File: src/design/mlws_addsub.sv
`timescale 1ns / 1ps

module mlws_addsub #(
  parameter int W = 27,
  parameter int BW = 16
) (
  input  logic [W-1:0]  a,
  input  logic [BW-1:0] b,
  input  logic          sub,
  output logic [W-1:0]  result
);

  logic [W-1:0] b_ext;

  assign b_ext = W'(b);
  assign result = sub ? (a - b_ext) : (a + b_ext);

endmodule

File: config.mk
export PLATFORM = sky130hd
export DESIGN_NAME = mlws_addsub
export DESIGN_NICKNAME = d
export VERILOG_FILES = /design/src/design/mlws_addsub.sv
export SDC_FILE = /design/constraint.sdc
export NUM_CORES = 1
export LEC_CHECK = 0
export ABC_AREA = 1
export BUFFER_PORTS_ARGS = -buffer_cell sky130_fd_sc_hd__buf_2
export CORE_ASPECT_RATIO = 1.2
export CORE_MARGIN = 4
export CORE_UTILIZATION = 60
export DETAILED_ROUTE_END_ITERATION = 7
export GPL_TIMING_DRIVEN = 0
export PLACE_DENSITY = 0.95
export SLEW_MARGIN = 20
export SYNTH_ARGS = -nofsm -noshare
export SYNTH_HDL_FRONTEND = slang
export SYNTH_SLANG_ARGS = --single-unit
File: constraint.sdc
create_clock -name vclk -period 7.82
set_clock_uncertainty 0.1 [all_clocks]
set_input_delay 1.173 -clock vclk [all_inputs]
set_output_delay 1.173 -clock vclk [all_outputs]
set_load 0.02 [all_outputs]
==> impl_metrics.yaml <==
run_status:
  outcome: "completed"
cts:
  postCtsSetupRepairBufs: 0
  cts-hold-fix-buffers: 0
  ctsResizeCount: 0
finish:
  seq_cells: 0
  layout-drive-gt1-share_pct: 17.3
  finish.instance_area_um2: 2910
  num_antenna_cells: 0
  nClkBuffers: 0
  area_growth_pct: 16.8
  final_nets: 645
  final_common_cell: "nand2_1"
  final_cell_mix: "nand2_1, inv_1, buf_2"
  regArea_um2: 0
place:
  placedInstanceArea_um2: 2910
  place.detailed.hpwl_um: 6360
  dp_slack_ps: 2780
  gp_congestion: 0.909
  port_buffers: 70
synthesis:
  synth_warnings: 0
  synth_fa_ha_area_share_pct: 14.4
  netlist_area_um2: 2490
  syn_inst: 501
  synth_compound_area_share_pct: 6.84
  synth.distinct_cells: 32
  synth_top_family_by_area: "simple AND/OR/NAND/NOR gates"
  postSynthAreaPerCell_um2: 4.97
  synth_xor_area_share_pct: 8.80
  syn-num-nets: 573
  muxShareOfSynthArea_pct: 0
  synth-simple-area-share_pct: 52.4
  ys_seq_area_share_pct: 0
die:
  die_area_um2: 5250
  rows: 25
  io_pins: 71
  fp.coreArea_um2: 3970
  die_x_um: 66.8
  start_util_pct: 62.6
  die_h_um: 78.6
global_route:
  grt_usage_pct: 27.7
  antenna_found_initial: 0
  grt.overflow.total: 0
  grt_pass1_wl_um: 12000
  grt_max_degree: 11
  grt_pass1_vias: 2923
setup_path:
  cp.arrival_ps: 3820
  cp-start-kind: "input pin"
  criticalPathCategory: "in -> out"
  end_kind: "output port"
  worstPathRequired_ps: 6550
  crit_fanout: 5
power:
  pwr-share-seq_pct: 0
  peakVddDrop_mv: 0.0581
  p_per_area_nw_per_um2: 108
  combPwrFrac_pct: 100.0
  p_leak_uw: 0.00191
  p_switching_uw: 208
  p_sw_share_pct: 66.1
  pwr-share-clk_pct: 0
  power_uw: 315
  p_int_uw: 107
timing:
  slew_viol_final: 0
  rsz0062_at_grt: "false"
  min_period_over_period_pct: 65.2
  setup_viol: 0
  period_needed_ps: 5090
  finalWorstSetupSlack_ps: 2730
  worst_pin_slew_ps: 500
  fmax_ghz: 0.196
  hold_viol: 0
  relSlewSlack_pct: 66.7
  setup_tns_ps: 0
detailed_routing:
  num_vias: 3137
  ant_nets: 0
  dr.pass1.iters: 5
  wire_per_inst_um: 11.4
  via_per_inst: 5.02
  drt_iter0_drc: 174
  wl_um: 7150
  drcViolationCount: 0
worst_hold_path:
  hp-class: "in -> out"
flow_run:
  max-cap-violations: 0
## worst max-delay path, cell delays in order
cell,delay [ps]
buf_2,100
inv_1,110
ha_1,200
nand3_2,130
nor2_4,180
nand2_1,90
nand2_1,120
o21ai_0,120
xor2_1,160
ha_1,360
nand2_1,130
nor2_1,320
nand2_1,90
nor2_1,120
nand2_1,80
nand3_1,70
nand2_1,60
nand2_1,60
buf_2,160
## final cells by class
class / count / area [um2]
inverters: 114 / 428
plain buffers: 2 / 8.76
fillers: 355 / 1070
multi-input cells: 385 / 2050
repair buffers: 70 / 350
well taps: 54 / 67.6
## power groups by stage
stage	Clock (uW)	Combinational [uW]	Sequential, uW
floorplan	0	222	0
global placement	0	303	0
detailed placement	0	311	0
CTS	0	312	0
global route	0	350	0
finish	0	315	0
## layer usage
layer	global-route usage (%)	share of wire (%)	vias to the layer above
met5	0	0	-
met4	6.71	2.5	0
met3	1.43	6.2	17
met2	51.3	50	102
met1	34.0	42	1360
li1	-	-	1658
## per-stage QoR
step	cells	util [%]	hold WS (ps)
finish	625	73.2	2630
CTS	625	73.2	2620
global placement	625	73.2	2610
floorplan	501	-	2430
detailed placement	625	73.2	2620
global route	625	73.2	2660
## cell usage after synthesis, drive strengths merged
library cell | n | share of area [%]
a21oi | 17 | 3.4
clkbuf | 1 | 0.15
buf | 1 | 0.20
or2 | 1 | 0.25
nor3 | 4 | 1.2
nand3b | 1 | 0.45
nor2 | 47 | 8.8
o31ai | 1 | 0.30
ha | 27 | 14
xnor2 | 2 | 0.70
nand4 | 8 | 2.3
a31oi | 1 | 0.25
nand2 | 200 | 31
xor2 | 23 | 8.1
o21ai | 10 | 2.0
and2 | 2 | 0.60
o21bai | 2 | 0.60
clkinv | 1 | 0.15
inv | 113 | 17
fa | 1 | 0.80
o22ai | 1 | 0.25
nand3 | 36 | 7.8
nor4 | 1 | 0.25
## cells by family (layout without fill, tap and decap cells)
kind of cell / count (synthesis) / after routing
and+or+nand+nor: 300 / 300
buffers and inverters: 116 / 186
AOI/OAI and AO/OA: 32 / 32
adders and majority gates: 28 / 28
xor gates and xnor gates: 25 / 25
## worst paths after layout
check,depth (start not counted),startpoint,end
worst max-delay path,19,b[1],result[25]
worst min-delay path,4,b[0],result[0]
No activity file was read; power rests on OpenSTA's default activity.
