File: config.mk
export PLATFORM = sky130hd
export DESIGN_NAME = mlws_fsm
export DESIGN_NICKNAME = d
export VERILOG_FILES = /design/src/design/mlws_pkg.sv /design/src/design/mlws_fsm.sv
export SDC_FILE = /design/constraint.sdc
export NUM_CORES = 1
export LEC_CHECK = 0
export ABC_AREA = 0
export BUFFER_PORTS_ARGS = -buffer_cell sky130_fd_sc_hd__buf_2
export CORE_AREA = 2 2 39 41
export DETAILED_ROUTE_END_ITERATION = 7
export DIE_AREA = 0 0 41 43
export PLACE_DENSITY_LB_ADDON = 0.15
export SLEW_MARGIN = 25
export SYNTH_ARGS = -nofsm -noshare
export SYNTH_HDL_FRONTEND = slang
export SYNTH_SLANG_ARGS = --single-unit
File: constraint.sdc
create_clock -name clk -period 1.1 [get_ports clk]
set_input_delay 0 -clock clk [delete_from_list [all_inputs] [get_ports clk]]
set_output_delay 0 -clock clk [all_outputs]
set_load 0.05 [all_outputs]
File: src/design/mlws_pkg.sv
`timescale 1ns / 1ps

package mlws_pkg;

  localparam int TARGET_W = 26;
  localparam int APB_DATA_W = 32;
  localparam int APB_ADDR_W = 3;

  // Register indexes on the configuration port.
  localparam int REG_TARGET_SUM = 0;

  localparam logic [TARGET_W-1:0] TARGET_RESET = TARGET_W'(1);

  typedef enum logic [1:0] {
    S_IDLE,
    S_CHECK,
    S_SUB,
    S_FINISH
  } state_t;

  // Datapath conditions seen by the sequencer.
  typedef struct packed {
    logic in_valid;
    logic full;
    logic qualify;
    logic last_item;
    logic out_busy;
  } status_t;

  // Strobes from the sequencer to the datapath.
  typedef struct packed {
    logic ready;
    logic accept;
    logic store;
    logic hit;
    logic sub;
    logic emit;
  } ctrl_t;

endpackage

File: src/design/mlws_fsm.sv
`timescale 1ns / 1ps

module mlws_fsm (
  input  logic             clk,
  input  logic             rst,
  input  mlws_pkg::status_t status,
  output mlws_pkg::ctrl_t   ctrl
);

  import mlws_pkg::*;

  state_t state;
  state_t state_next;

  always_ff @(posedge clk) begin
    if (rst) begin
      state <= S_IDLE;
    end else begin
      state <= state_next;
    end
  end

  always_comb begin
    state_next = state;
    case (state)
      S_IDLE: begin
        if (status.in_valid) begin
          state_next = status.full ? S_FINISH : S_CHECK;
        end
      end
      S_CHECK: begin
        if (status.qualify) begin
          state_next = S_SUB;
        end else if (status.last_item && status.out_busy) begin
          state_next = S_FINISH;
        end else begin
          state_next = S_IDLE;
        end
      end
      S_SUB: begin
        state_next = S_CHECK;
      end
      S_FINISH: begin
        if (!(status.last_item && status.out_busy)) begin
          state_next = S_IDLE;
        end
      end
      default: begin
        state_next = S_IDLE;
      end
    endcase
  end

  always_comb begin
    ctrl = '0;
    case (state)
      S_IDLE: begin
        ctrl.ready  = 1'b1;
        ctrl.accept = status.in_valid;
        ctrl.store  = status.in_valid && !status.full;
      end
      S_CHECK: begin
        ctrl.hit  = status.qualify;
        ctrl.emit = !status.qualify && status.last_item && !status.out_busy;
      end
      S_SUB: begin
        ctrl.sub = 1'b1;
      end
      S_FINISH: begin
        ctrl.emit = status.last_item && !status.out_busy;
      end
      default: begin
        ctrl = '0;
      end
    endcase
  end

  a_hit_then_sub: assert property (@(posedge clk) disable iff (rst)
    ctrl.hit |=> (state == S_SUB))
    else $error("drop not followed by subtract");

  a_sub_then_check: assert property (@(posedge clk) disable iff (rst)
    (state == S_SUB) |=> (state == S_CHECK))
    else $error("subtract not followed by check");

  a_one_strobe: assert property (@(posedge clk) disable iff (rst)
    $onehot0({ctrl.accept, ctrl.hit, ctrl.sub, ctrl.emit}))
    else $error("conflicting datapath strobes");

endmodule

==> results of run 1 <==
==> power by group through the flow <==
stage               sequential [mW]  combinational (mW)  clock, mW
global placement              0.101               0.182          0
floorplan                    0.0886               0.153          0
detailed placement            0.100               0.180          0
CTS                           0.101               0.195      0.178
finish                       0.0977               0.205      0.169
global route                 0.0999               0.216      0.177
==> worst min-delay path, cell delays in order <==
cell      delay [ns]
buf_2           0.11
nand2_1         0.07
a221oi_2        0.05
==> cells in the final DEF, fill, tap and decap left out, drive strengths merged <==
cell type,Yosys,layout
buf,1,14
clkbuf,0,3
nand2,3,3
nor2,2,2
and2,2,2
nor2b,2,2
dfxtp,2,2
inv,1,1
nor3,1,1
o21ai,1,1
a221oi,1,1
a21oi,1,1
a31oi,1,1
a211oi,1,1
dlygate4sd3,0,1
==> path summary, 6_finish.rpt <==
check,start,end,slack (ns)
max,state[0],ctrl[3],0.004
min,status[1],state[0],0.04
max reg2reg,state[0],state[0],0.21
min reg2reg,state[1],state[0],0.53
==> cells by family after synthesis <==
logic type | share of synthesized area
AO/OA/AOI/OAI | 0.273
buffers and inverters | 0.0863
flip-flops | 0.230
AND/OR/NAND/NOR | 0.410
==> cell type report <==
type	count	area (um2)	area share
clock buffers	3	22.5	0.0700
flip-flops and latches	2	45.0	0.140
multi-input cells	15	124	0.385
well taps	16	20.0	0.0623
repair buffers	15	106	0.331
inverters	1	3.75	0.0117
==> per-layer routing <==
metal	up-vias	part of all wire	GRT usage
met1	78	0.39	0.0575
met5	-	0	0
met2	10	0.49	0.0906
met3	2	0.084	0.00524
li1	101	-	-
met4	0	0.031	0.0800
==> metrics by stage <==
step	instances	power, mW	TNS [ns]
2_1_floorplan	19	0.241	-0.307
3_3_place_gp	47	0.283	0
3_5_place_dp	47	0.280	0
4_1_cts	51	0.474	-0.0207
5_1_grt	52	0.493	-0.0341
6_report	52	0.472	0
==> what timing repair did <==
| action | 4_1_cts | 5_1_grt |
|---|---|---|
| pin swaps | 0 | 0 |
| resized for setup | 9 | 1 |
| setup endpoints to repair | 5 | 2 |
| hold buffers | 1 | 0 |
| setup buffers | 0 | 1 |
| hold endpoints to repair | 2 | 0 |
==> parameters.txt, run 1 <==
Parameter                              Value

Clock network
  H-tree Lvls ... 1
  Root cell of the clock tree ... clkbuf_4
  CTS tree ... done
  Clock transition at the registers of the reported paths ... 0.03 ns
  TritonCTS buffer count ... 3
  Clock latency reported for the late side of the worst-skew pair ... 0.23 ns
  Maximum buffer depth of the clock tree ... 2
  Number of sinks driven by the clock tree ... 2

Finish
  Number of flip-flops under the largest register name ... 2
  Diode count ... 0
  Fraction of layout instances using a drive strength above 1 ... 0.778
  P&R area growth vs syn ... 84.9%
  Post-layout nets ... 45
  Registers with the most flip-flops ... state (2)
  Number of filler instances in the final layout ... 163
  Post-layout instance area ... 322 um2
  Final core utilization ... 0.232
  Most flops, register ... state

Timing
  Remaining max-slew budget at the tightest pin ... 0.836
  Maximum clock frequency ... 912 MHz
  Worst Hold Slack ... 0.0358 ns
  Slew at the pin closest to its max-slew limit ... 0.248 ns
  Portion of the clock cycle consumed by the worst path in the final layout ... 0.996
  Final setup margin ... 0.00410 ns
  Max Slew Vio Count ... 0
  Fin crit period ... 1.10 ns
  Hold Vio Cnt, Final ... 0
  Setup repair after global routing missed its margin ... yes
  Fin Clk Skew ... 0.00929 ns
  Setup violators final ... 0

Placed design
  Placer Congestion ... 0.692
  Worst slack at placement ... 0.0847 ns
  Buffers added on ports ... 12
  Placed cell areas ... 255 um2

Floorplanning
  Area of the core ... 1380 um2
  Overall die width ... 41 um
  Boundary pin count ... 13
  Die area ... 1760 um2
  Standard-cell row count ... 14
  Die height ... 43 um
  Effective utilization at floorplan ... 0.126

Yosys
  Post-synthesis instance total ... 19
  Most used flip-flop cell after synthesis ... dfxtp_1
  Async set-reset flop share out of synthesis ... 0
  Fraction of the yosys area taken by sequential cells ... 0.230
  Count of distinct cell types in the synthesized netlist ... 17
  Flop and latch count out of synthesis ... 2
  Area of the mapped netlist ... 174 um2
  Top post-synthesis cells by area ... dfxtp_1 (23%), a221oi_2 (8.6%), nor2b_4 (7.9%), a211oi_2 (7.2%), buf_6 (6.5%)
  Number of enable flip-flop cells after synthesis ... 0
  Number of nets produced by synthesis ... 26
  Portion of synthesized cell area occupied by the leading cell type ... 0.230
  Average footprint of a synthesized cell ... 9.15 um2
  Commonest cells post-synth ... dfxtp_1 (2), nand2_1 (2)
  Post-synthesis cell type with the largest combined area ... dfxtp_1
  Yosys synthesis warning count ... 0

Detailed routing
  DR vias ... 191
  DRT antenna net count ... 0
  Per-cell routed wire length ... 8.71 um
  Length of the first detailed-routing pass in iterations ... 2
  Average vias per placed instance ... 3.67
  Number of design-rule violations left by the first detailed-router iteration ... 1
  Routed WL ... 453 um
  Remaining design rule violation count ... 0

Hold path
  Classification of the worst-slack hold path ... in2reg
  Min-Delay Path Depth ... 3

Worst setup path
  Required arrival time at the worst endpoint ... 1.10 ns
  Worst Path Arrival ... 1.10 ns
  Kind of cell adding the most delay to the critical path ... simple AND/OR/NAND/NOR gates
  Ordered list of cells on the worst path ... nor2_4 > and2_4 > nor2b_4 > buf_8
  Worst reg2reg path depth ... 3
  Logic depth of the worst path, buffers included ... 4
  Worst setup EP type ... primary output
  Worst-path maximum fanout ... 6
  Highest cell delay on the worst timing path ... 0.36 ns
  Startpoint class of the critical path ... flip-flop
  Number of buffer and inverter instances along the worst setup path ... 1
  Critical path type ... reg2out
  Cell with the largest stage delay on the worst path ... dfxtp_4

Power and ir drop
  Net switching power ... 0.187 mW
  Portion of total power attributed to the clock network ... 0.358
  Max rail drop VDD ... 0.000342 V
  Power per standard cell area ... 1470 nW/um2
  Internal portion of total power ... 0.285 mW
  Standby leakage power ... 0.144 nW
  Sequential group share of total power ... 0.207
  Combinational group share of total power ... 0.434
  Switching share of power ... 0.396

Job
  Max-cap violations ... 0

GRT
  Global Route Usage Sum ... 0.0601
  Largest net degree at the start of global routing ... 9
  Number of global-route vias before repair ... 191
  Antenna violations before repair ... 0
  Global-route wire length before repair ... 662 um
  Gr ovfl total ... 0

Status
  Run status ... completed
No activity file was read; power rests on OpenSTA's default activity.
==> inputs of run 2 (changes only) <==
- SETUP_SLACK_MARGIN: not set -> 0.02
==> run 2 against run 1 <==
Global-route usage increased by 0.20 points. Final cell count up 1.9%. Die area did not move. Largest cell class unchanged. Sequential power decreased by 2.1%. Combinational power up 4%. Clock power hardly changed. Non-clock buffer count grew 1. Maximum frequency increased by 1.0%. Largest power group unchanged. Register-to-register slack worse by 0.04 ns. Hold slack got worse by 0.0012 ns.
==> parameters.txt, run 2 (same netlist as run 1, synthesis figures left out) <==
Parameter                              Value

Detailed routing
  Average vias per placed instance ... 3.79
  Routed WL ... 448 um
  DR vias ... 201
  Length of the first detailed-routing pass in iterations ... 2
  DRT antenna net count ... 0
  Remaining design rule violation count ... 0
  Number of design-rule violations left by the first detailed-router iteration ... 1
  Per-cell routed wire length ... 8.45 um

Finish
  Fraction of layout instances using a drive strength above 1 ... 0.784
  Registers with the most flip-flops ... state (2)
  Post-layout nets ... 46
  Most common cell after layout, fill and taps aside ... buf_2
  Footprint of the flip-flops and latches ... 45.0 um2
  Area taken by multi-input logic gates ... 124 um2
  Post-layout instance area ... 329 um2
  P&R area growth vs syn ... 89.2%
  Most flops, register ... state
  Most frequent cells in the layout ... buf_2 (8), buf_4 (4), clkbuf_4 (3), buf_6 (3), nand2_1 (2)
  Final core utilization ... 0.238
  Number of flip-flops under the largest register name ... 2
  Number of filler instances in the final layout ... 160
  Diode count ... 0

GRT
  Gr ovfl total ... 0
  Global Route Usage Sum ... 0.0621
  Antenna violations before repair ... 0
  Number of global-route vias before repair ... 201
  Largest net degree at the start of global routing ... 5
  Global-route wire length before repair ... 690 um

Floorplanning
  Overall die width ... 41 um
  Area of the core ... 1380 um2
  Die height ... 43 um
  Boundary pin count ... 13
  Effective utilization at floorplan ... 0.126
  Die area ... 1760 um2
  Standard-cell row count ... 14

Clock network
  Maximum buffer depth of the clock tree ... 2
  Root cell of the clock tree ... clkbuf_4
  Clock latency reported for the late side of the worst-skew pair ... 0.23 ns
  CTS tree ... done
  Number of sinks driven by the clock tree ... 2
  H-tree Lvls ... 1
  TritonCTS buffer count ... 3
  Clock transition at the registers of the reported paths ... 0.03 ns

Timing
  Fin crit period ... 1.08 ns
  Setup repair after global routing missed its margin ... yes
  Maximum clock frequency ... 922 MHz
  Slew at the pin closest to its max-slew limit ... 0.248 ns
  Max Slew Vio Count ... 0
  Remaining max-slew budget at the tightest pin ... 0.836
  Setup violators final ... 0
  Worst Hold Slack ... 0.0346 ns
  Portion of the clock cycle consumed by the worst path in the final layout ... 0.986
  Final setup margin ... 0.0154 ns
  Fin Clk Skew ... 0.00942 ns
  Hold Vio Cnt, Final ... 0

Worst setup path
  Required arrival time at the worst endpoint ... 1.10 ns
  Worst setup EP type ... primary output
  Worst Path Arrival ... 1.08 ns
  Startpoint class of the critical path ... flip-flop
  Critical path type ... reg2out
  Worst reg2reg path depth ... 3
  Worst-path maximum fanout ... 4
  Worst-case register-to-register setup slack ... 0.17 ns

Power and ir drop
  Power per standard cell area ... 1450 nW/um2
  Max rail drop VDD ... 0.000344 V
  Standby leakage power ... 0.149 nW

Status
  Run status ... completed

Placed design
  Placer Congestion ... 0.692
  Placed cell areas ... 255 um2
  Buffers added on ports ... 12
  Worst slack at placement ... 0.0847 ns

Job
  Max-cap violations ... 0

Hold path
  Classification of the worst-slack hold path ... in2reg
  Min-Delay Path Depth ... 3
## run 2: cell types whose count changed in the layout (fill, tap and decap cells not counted), sizes merged
| cell | delta |
|---|---|
| buf | +1 |
## run 2: worst paths after layout
check | end | start
setup / recovery | ctrl[3] | state[0]
hold / removal | state[0] | status[1]
setup reg to reg | state[0] | state[0]
hold reg to reg | state[0] | state[1]
## run 2: final cells by class
| type | count | share of cell area |
|---|---|---|
| clock buffer | 3 | 0.0684 |
| inverter | 1 | 0.0114 |
| tap | 16 | 0.0608 |
| multi-input combinational | 15 | 0.376 |
| timing repair buffer | 16 | 0.346 |
| sequential | 2 | 0.137 |
## run 2: what timing repair did
action                                  CTS  global route
gates resized for setup                   8             2
endpoints found under the hold margin     2             0
hold buffers                              1             0
setup buffers                             2             0
gates cloned                              0             0
endpoints found under the setup margin    5             4
## run 2: where the power goes
part	internal (mW)	total, mW	switching, mW
sequential	0.0834	0.0956	0.0122
combinational	0.0858	0.213	0.127
clock	0.121	0.170	0.0487
## run 2: critical path, cell delays in order (launching register included)
cell     delay [ns]
dfxtp_4        0.35
nor2_4         0.08
and2_4         0.14
nor2b_4        0.13
buf_6          0.16
## run 2: metal layers
| metal | up-vias | global-route usage | part of all wire |
|---|---|---|---|
| met3 | 2 | 0.00524 | 0.083 |
| met1 | 87 | 0.0575 | 0.35 |
| met4 | 0 | 0.0800 | 0.031 |
| li1 | 102 | - | - |
| met5 | - | 0 | 0 |
| met2 | 10 | 0.0969 | 0.53 |
## run 2: through the flow
stage | total power [mW] | setup TNS [ns] | std cells
2_1_floorplan | 0.241 | -0.307 | 19
3_3_place_gp | 0.283 | 0 | 47
3_5_place_dp | 0.280 | 0 | 47
4_1_cts | 0.484 | 0 | 53
5_1_grt | 0.499 | -0.0228 | 53
6_report | 0.478 | 0 | 53
